===== config.mk =====
export PLATFORM = sky130hd
export DESIGN_NAME = fcdp_div
export DESIGN_NICKNAME = d
export VERILOG_FILES = /design/src/design/fcdp_pkg.sv /design/src/design/fcdp_div.sv
export SDC_FILE = /design/constraint.sdc
export NUM_CORES = 2
export LEC_CHECK = 0
export BUFFER_PORTS_ARGS = -buffer_cell sky130_fd_sc_hd__clkbuf_2
export CORE_MARGIN = 2
export CORE_UTILIZATION = 65
export DETAILED_ROUTE_END_ITERATION = 10
export PLACE_DENSITY_LB_ADDON = 0.08
export SLEW_MARGIN = 10
export SYNTH_ARGS = -nofsm -noshare
export SYNTH_HDL_FRONTEND = slang
export SYNTH_SLANG_ARGS = --single-unit

===== constraint.sdc =====
create_clock -name clk_i -period 11.6 [get_ports clk_i]
set_input_delay 1.74 -clock clk_i [delete_from_list [all_inputs] [get_ports clk_i]]
set_output_delay 1.74 -clock clk_i [all_outputs]
set_load 0.03 [all_outputs]

===== src/design/fcdp_pkg.sv =====
`timescale 1ns / 1ps
// Shared types and constants of the flow class depth policer.
// No dependencies; imported by fcdp_div, flow_class_depth_policer and both bench files.
package fcdp_pkg;

  // Field widths
  localparam int OP_W     = 2;
  localparam int ETYPE_W  = 16;
  localparam int PROTO_W  = 8;
  localparam int ADDR_W   = 32;
  localparam int PORT_W   = 16;
  localparam int TIME_W   = 64;
  localparam int SLOT_W   = 6;
  localparam int CLASS_W  = 8;
  localparam int DEPTH_W  = 32;

  // Stream widths (payload padded up to whole bytes)
  localparam int IN_TDATA_W  = 232;
  localparam int OUT_TDATA_W = 48;
  localparam int OUT_PAD_W   = 6;

  // Header codes
  localparam logic [ETYPE_W-1:0] ETHERTYPE_IPV4 = 16'h0800;
  localparam logic [PROTO_W-1:0] PROTO_TCP      = 8'd6;
  localparam logic [PROTO_W-1:0] PROTO_UDP      = 8'd17;

  // Item kinds carried in tuser
  typedef enum logic [OP_W-1:0] {
    OP_PACKET   = 2'd0,
    OP_FLOW_WR  = 2'd1,
    OP_LIMIT_WR = 2'd2,
    OP_FLOW_DEL = 2'd3
  } op_e;

  // One flow slot
  typedef struct packed {
    logic                 valid;
    logic [ADDR_W-1:0]    src;
    logic [ADDR_W-1:0]    dst;
    logic [2*PORT_W-1:0]  ports;   // source port in the high half
    logic [PROTO_W-1:0]   proto;
    logic [CLASS_W-1:0]   cls;
  } flow_ent_t;

  // One class bucket
  typedef struct packed {
    logic [DEPTH_W-1:0] limit;
    logic [TIME_W-1:0]  last;
    logic [DEPTH_W-1:0] depth;
  } cls_ent_t;

  // Result beat, verdict in the lowest bit
  typedef struct packed {
    logic [DEPTH_W-1:0] depth_after;
    logic [CLASS_W-1:0] class_used;
    logic               flow_found;
    logic               verdict;
  } res_t;

endpackage


===== src/design/fcdp_div.sv =====
`timescale 1ns / 1ps
// Divider of the elapsed time by the constant leak period, by reciprocal multiplication.
// Four 32x32 partial products, low 32 quotient bits kept. Uses fcdp_pkg.
module fcdp_div #(
  parameter int DIVISOR = 10000000
) (
  input  logic                         clk_i,
  input  logic                         rst_ni,
  input  logic                         start_i,
  input  logic [fcdp_pkg::TIME_W-1:0]  dividend_i,
  output logic                         done_o,
  output logic [fcdp_pkg::DEPTH_W-1:0] quot_o
);
  import fcdp_pkg::*;

  // floor(x / D) == (x * M) >> SHIFT for every 64-bit x, with SHIFT = 64 + ceil(log2 D)
  // and M = floor(2^SHIFT / D) + 1, which always fits in 66 bits
  localparam int LW    = 32;
  localparam int SHIFT = TIME_W + $clog2(DIVISOR);
  localparam int NUM_W = SHIFT + 2;
  localparam int MW    = TIME_W + 2;
  localparam int PW    = TIME_W + MW;
  localparam logic [NUM_W-1:0] RECIP_FULL =
    (NUM_W'(1) << SHIFT) / NUM_W'(DIVISOR) + NUM_W'(1);
  localparam logic [MW-1:0] RECIP     = RECIP_FULL[MW-1:0];
  localparam logic [LW-1:0] RECIP_L0  = RECIP[LW-1:0];
  localparam logic [LW-1:0] RECIP_L1  = RECIP[2*LW-1:LW];
  localparam logic [1:0]    RECIP_TOP = RECIP[MW-1:2*LW];
  localparam logic [2:0]    PARTS     = 3'd4;

  logic                run_q;
  logic                done_q;
  logic                prod_vld_q;
  logic [2:0]          step_q;
  logic [1:0]          prod_pos_q;
  logic [TIME_W-1:0]   dvd_q;
  logic [2*LW-1:0]     prod_q;
  logic [PW-1:0]       acc_q;
  logic [MW-1:0]       top_term;
  logic [LW-1:0]       mul_a, mul_b;
  logic [PW-1:0]       prod_shifted;

  // Top limb of the reciprocal is 0, 1 or 2: shift and add only
  assign top_term = (RECIP_TOP[0] ? {2'b00, dvd_q} : '0) +
                    (RECIP_TOP[1] ? {1'b0, dvd_q, 1'b0} : '0);

  // Partial product operands: step bit 1 picks the dividend limb, bit 0 the reciprocal limb
  assign mul_a = step_q[1] ? dvd_q[2*LW-1:LW] : dvd_q[LW-1:0];
  assign mul_b = step_q[0] ? RECIP_L1 : RECIP_L0;

  // Place the registered partial product at its limb position
  always_comb begin
    case (prod_pos_q)
      2'd0:    prod_shifted = PW'(prod_q);
      2'd1:    prod_shifted = PW'(prod_q) << LW;
      default: prod_shifted = PW'(prod_q) << (2*LW);
    endcase
  end

  // Register each partial product, accumulate it in the next cycle
  always_ff @(posedge clk_i or negedge rst_ni) begin
    if (!rst_ni) begin
      run_q      <= 1'b0;
      done_q     <= 1'b0;
      prod_vld_q <= 1'b0;
      step_q     <= '0;
      prod_pos_q <= '0;
      dvd_q      <= '0;
      prod_q     <= '0;
      acc_q      <= '0;
    end else if (start_i) begin
      run_q      <= 1'b1;
      done_q     <= 1'b0;
      prod_vld_q <= 1'b0;
      step_q     <= '0;
      dvd_q      <= dividend_i;
    end else if (run_q) begin
      if (step_q != PARTS) begin
        prod_q     <= {{LW{1'b0}}, mul_a} * {{LW{1'b0}}, mul_b};
        prod_pos_q <= {1'b0, step_q[1]} + {1'b0, step_q[0]};
        step_q     <= step_q + 3'd1;
      end
      prod_vld_q <= (step_q != PARTS);
      // First run cycle seeds the accumulator with the top-limb term
      if (prod_vld_q) begin
        acc_q <= acc_q + prod_shifted;
      end else begin
        acc_q <= {top_term, {TIME_W{1'b0}}};
      end
      if (prod_vld_q && (prod_pos_q == 2'd2)) begin
        run_q  <= 1'b0;
        done_q <= 1'b1;
      end
    end else begin
      done_q <= 1'b0;
    end
  end

  assign done_o = done_q;
  assign quot_o = acc_q[SHIFT +: DEPTH_W];

endmodule


* Word level (Yosys, flattened, before mapping)
Index checks and enable logic that the tools add are counted.
W data, S select, Z words.
** Storage, ports and cells
- Flip-flop bits (word level) :: 266
- Input port bits :: 67
- Output and inout bits :: 33
- Word-level logic and storage cells :: 39
** Operators by class
- $add $sub $neg :: 3
- Multipliers :: 1
- Eq/ne operators :: 4
- Multiplexer cells :: 15
- Bitwise operators :: 1
- Reduce and logical (&&, ||, !) cells :: 7
** Operator list (number)
- $pmux W128 S2 :: 1
- $add A130 B128 Y130 :: 1
- $mux W130 :: 1
- $mul A32 B32 Y64 :: 1
- $mux W32 :: 1
- $mux W31 :: 1
- $mux W3 :: 3
- $mux W1 :: 8
- $reduce_and A2 Y1 :: 2
- $reduce_bool A2 Y1 :: 2
- $add A3 B1 Y3 const B :: 1
- $ne A3 B2 Y1 const B :: 1
- $ne A3 B3 Y1 const B :: 1
- $reduce_and A3 Y1 :: 1
- $add A1 B1 Y2 :: 1
- $eq A2 B1 Y1 const B :: 1
- $eq A2 B2 Y1 const B :: 1
- $logic_not A2 Y1 :: 1
- $logic_and A1 B1 Y1 :: 1
- $not A1 Y1 :: 1

* Logic depth before layout (Yosys ltp)
- Depth in word-level cells :: 5
- Mapped depth :: 37
- Mapped depth without buffers :: 33

* Worst setup path after synthesis
Ideal clock, no wire load.
- Kind :: reg2reg
- Start point :: register step_q[1]
- End point :: register prod_q[61]
- Data arrival time :: 9.290 ns
- Data required time :: 11.464 ns
- Path slack :: 2.174 ns
- Cell stages (with the launch flop) :: 36
- Buffers on the path :: 4
- Cells stage by stage :: dfrtp_1 -> clkbuf_1 -> buf_1 -> clkbuf_1 -> mux2i_1 -> inv_1 -> nand2_1 -> inv_1 -> nor2_1 -> inv_1 -> ha_1 -> fa_1 -> fa_1 -> inv_1 -> fa_1 -> inv_1 -> fa_1 -> fa_1 -> fa_1 -> inv_1 -> fa_1 -> inv_1 -> ha_1 -> clkbuf_1 -> and4_1 -> nand4_1 -> o21ai_0 -> o21bai_1 -> a211oi_1 -> o211a_1 -> o21ai_1 -> nand2_1 -> o21a_1 -> o31ai_1 -> xnor2_1 -> o21ai_0
** Between the ends
- Longest elaborated chain between the ends :: 2
** RTL lines
- from (decl) :: line fcdp_div.sv:34 : logic [2:0] step_q;
- from (signal assigned) :: line fcdp_div.sv:81 : step_q <= step_q + 3'd1;
- $mux W32 / $ne A3 B3 Y1 (equally long branches) :: line fcdp_div.sv:48, fcdp_div.sv:78
- $mul A32 B32 Y64 / $reduce_and A3 Y1 (equally long branches)
- to (signal assigned) :: line fcdp_div.sv:79 : prod_q <= {{LW{1'b0}}, mul_a} * {{LW{1'b0}}, mul_b};
- to (decl) :: line fcdp_div.sv:37 : logic [2*LW-1:0] prod_q;
Parallel ways exist; a longest one is shown, timed or not.
A chain may end at the register's enable or synchronous reset.

* Worst setup path after layout
- Start point :: register step_q[1]
- End point :: register prod_q[63]
The elaborated chain is that of the path after synthesis.

==> results.md <==
* Status: finished, final reports clean
* Dpl hpwl at 130000 µm
* Share of the synthesized area in the top cell type at 0.291
* Slew headroom at 0.169
* Worst-path fanout max at 17
* Die height at around 270 µm
* Mean Syn Cell Area at 8.91 µm²
* Crit-path slowest cell: mux2i_1
* Hold Buf Count CTS at 0
* Cts repair resizes at 0
* CP bufs+invs at 3
* HP Class: reg2reg
* DR vias at between 30000 and 40000
* Pins Over Slew Limit at 0
* Initial antenna violation count at 2
* WS Path Type: reg2reg
* Main flop type after synthesis: dfrtp_1
* GPL Wtd Cong at ~1.1
* Vias in the first global route at between 30000 and 40000
* Root Buffer: clkbuf_16
* Sequential-to-total area share from yosys stat at 0.142
* DR vias/cell at ~6.2
* Number of remaining DRC errors at 0
* Clock Latency Late Sink at approximately 0.61 ns
* GRT overflow at 0
* Setup Skew at ~0.047 ns
* Crit-path most repeated cell: fa_1
* R2r setup slk at roughly 1.3 ns
* Synth Cell Area at 45000 µm²
* Num CTS Buffers at 28
* Nets@finish at 6268
* Final setup TNS at 0 ns
* Count of final hold-check violations at 0
* IO Port Bufs at 99
* CTS H-Tree Depth at 1
* Top post-synthesis cells by area: fa_1, ha_1, dfrtp_1
* Mapped Cells at roughly 5000
* Die Wd at around 270 µm
* DR iter-0 viols at ~4200
* I/O Pins at 100
* Num rows at 96
* Clock Path Buffers at 3
* Post-CTS setup buffer count at 0
* WP data arrival at between 10 and 15 ns
* Initial Util at 0.656
* DRT antenna net count at 0
* Full die area at about 71000 µm²
* Global Route Usage Sum at 0.431
* CP required at approximately 12 ns
* Critical path's top delay family: adder cells
* Number of synthesized flops with an enable pin at 0
* Synth warn at 0
* First-pass GRT wire length at between 200000 and 250000 µm
* Minimum clock period at approximately 10 ns
* Pre-antenna DRT Iters at 7
* Fill count at 5600
* Fmax at about 100 MHz
* Critical Path End Type: flop
* Synth area leader: fa_1
* Clock slew at reported path FFs at ~0.070 ns
* Max-cap check violation count at 0
* CP peak stage delay at ~0.76 ns
* Cell variety after synth at 83
* Fin crit share at 0.887
* CTS tree: yes
* Tightest Pin Transition at 1.23 ns
* Diodes inserted at 0
* Setup crit start kind: flop
* CORE AREA at 68600 µm²
* Clk sink count at between 200 and 300
* Ys async rst share at 1.00
* Unrepaired setup endpoints after global routing: false
* Routed WL at about 150000 µm
* Yosys reg bits at 256
* Largest net degree at the start of global routing at around 120
* Most instantiated library cell after synthesis: inv_1
* Area growth syn-to-layout at 4.88%
* Setup violations, final at 0
* Wire per inst at between 20 and 30 µm
* Synth top cells by count: inv_1, fa_1, ha_1
* Share of cells above drive strength 1 at 0.0644
-- per-stage QoR --
step,worst slack [ns],cells,utilization,area (µm²),hold slack [ns]
6_report,1.31,5964,0.688,47200,0.485
5_1_grt,0.993,5964,0.688,47200,0.509
4_1_cts,1.52,5964,0.688,47200,0.484
3_5_place_dp,1.56,5914,0.673,46200,0.469
3_3_place_gp,1.62,5914,0.673,46200,0.456
2_1_floorplan,2.17,5085,-,45100,0.445
-- routing by layer --
layer / up-vias / wire length, µm / global-route usage
li1: 16300 / - / -
met1: 18200 / 59800 / 0.582
met2: 1968 / 65700 / 0.651
met3: 461 / 15700 / 0.0931
met4: 0 / 10600 / 0.237
met5: - / 0 / 0
-- final cells by class --
type,instances,area [µm²],share of cell area
clock buffers,35,797,0.0169
well taps,931,1160,0.0247
inverters,892,3350,0.0709
flip-flops and latches,256,6410,0.136
clock inverters,15,208,0.00440
multi-input cells,3676,34300,0.727
repair buffers,159,956,0.0203
-- flip-flops by register name, summed over array words and instances (netlist names) --
| signal | count |
|---|---|
| done_o | 1 |
| run_q | 1 |
| prod_pos_q | 2 |
| step_q | 3 |
| prod_vld_q | 1 |
| prod_q | 64 |
| acc_q | 120 |
| dvd_q | 64 |
-- cells by family (layout without fill, tap and decap cells) --
| group | after synthesis | count (layout) | synth area share |
|---|---|---|---|
| adder cells (fa/ha/maj) | 1188 | 1188 | 0.440 |
| other | 2 | 35 | 0.000167 |
| flip-flops | 256 | 256 | 0.142 |
| XOR/XNOR | 198 | 198 | 0.0385 |
| AND/OR/NAND/NOR | 1085 | 1085 | 0.109 |
| AO/OA/AOI/OAI | 1026 | 1026 | 0.137 |
| multiplexers | 144 | 144 | 0.0338 |
| buffers and inverters | 1153 | 1101 | 0.0990 |
-- path summary, 6_finish.rpt --
check                           from            end  cells after the start
setup reg to reg           step_q[1]     prod_q[63]                     27
setup / recovery           step_q[1]     prod_q[63]                     27
hold reg to reg             acc_q[0]       acc_q[0]                      2
min in group asynchronous     rst_ni      acc_q[42]                      1
hold / removal              acc_q[0]       acc_q[0]                      2
max in group asynchronous     rst_ni  prod_pos_q[1]                      2
-- worst min-delay path, delay by kind of cell, from the launching register on --
| kind | cells | cell delay, ns |
|---|---|---|
| flops | 1 | 0.34 |
| simple gates | 2 | 0.11 |
-- placed cells by master (no fill, tap or decap), types with 35 or more instances in the layout --
master	netlist	routed
conb_1	2	35
a21o_1	93	93
nand4_1	65	65
mux2_2	64	64
xor2_1	62	62
dfrtp_1	256	252
nor3_1	40	40
and3_1	35	35
nand3_1	41	41
nand2_1	449	447
ha_1	533	533
inv_1	885	885
buf_4	32	60
and2_1	70	70
a21oi_1	338	338
mux2i_1	80	77
xnor2_1	136	136
o21ai_0	319	318
o21bai_1	42	42
nor2_1	278	276
clkbuf_2	0	97
fa_1	655	655
Power is left out: the tool's default activity adds up to more than one toggle a clock period on the data nets, which glitch-free logic cannot reach.
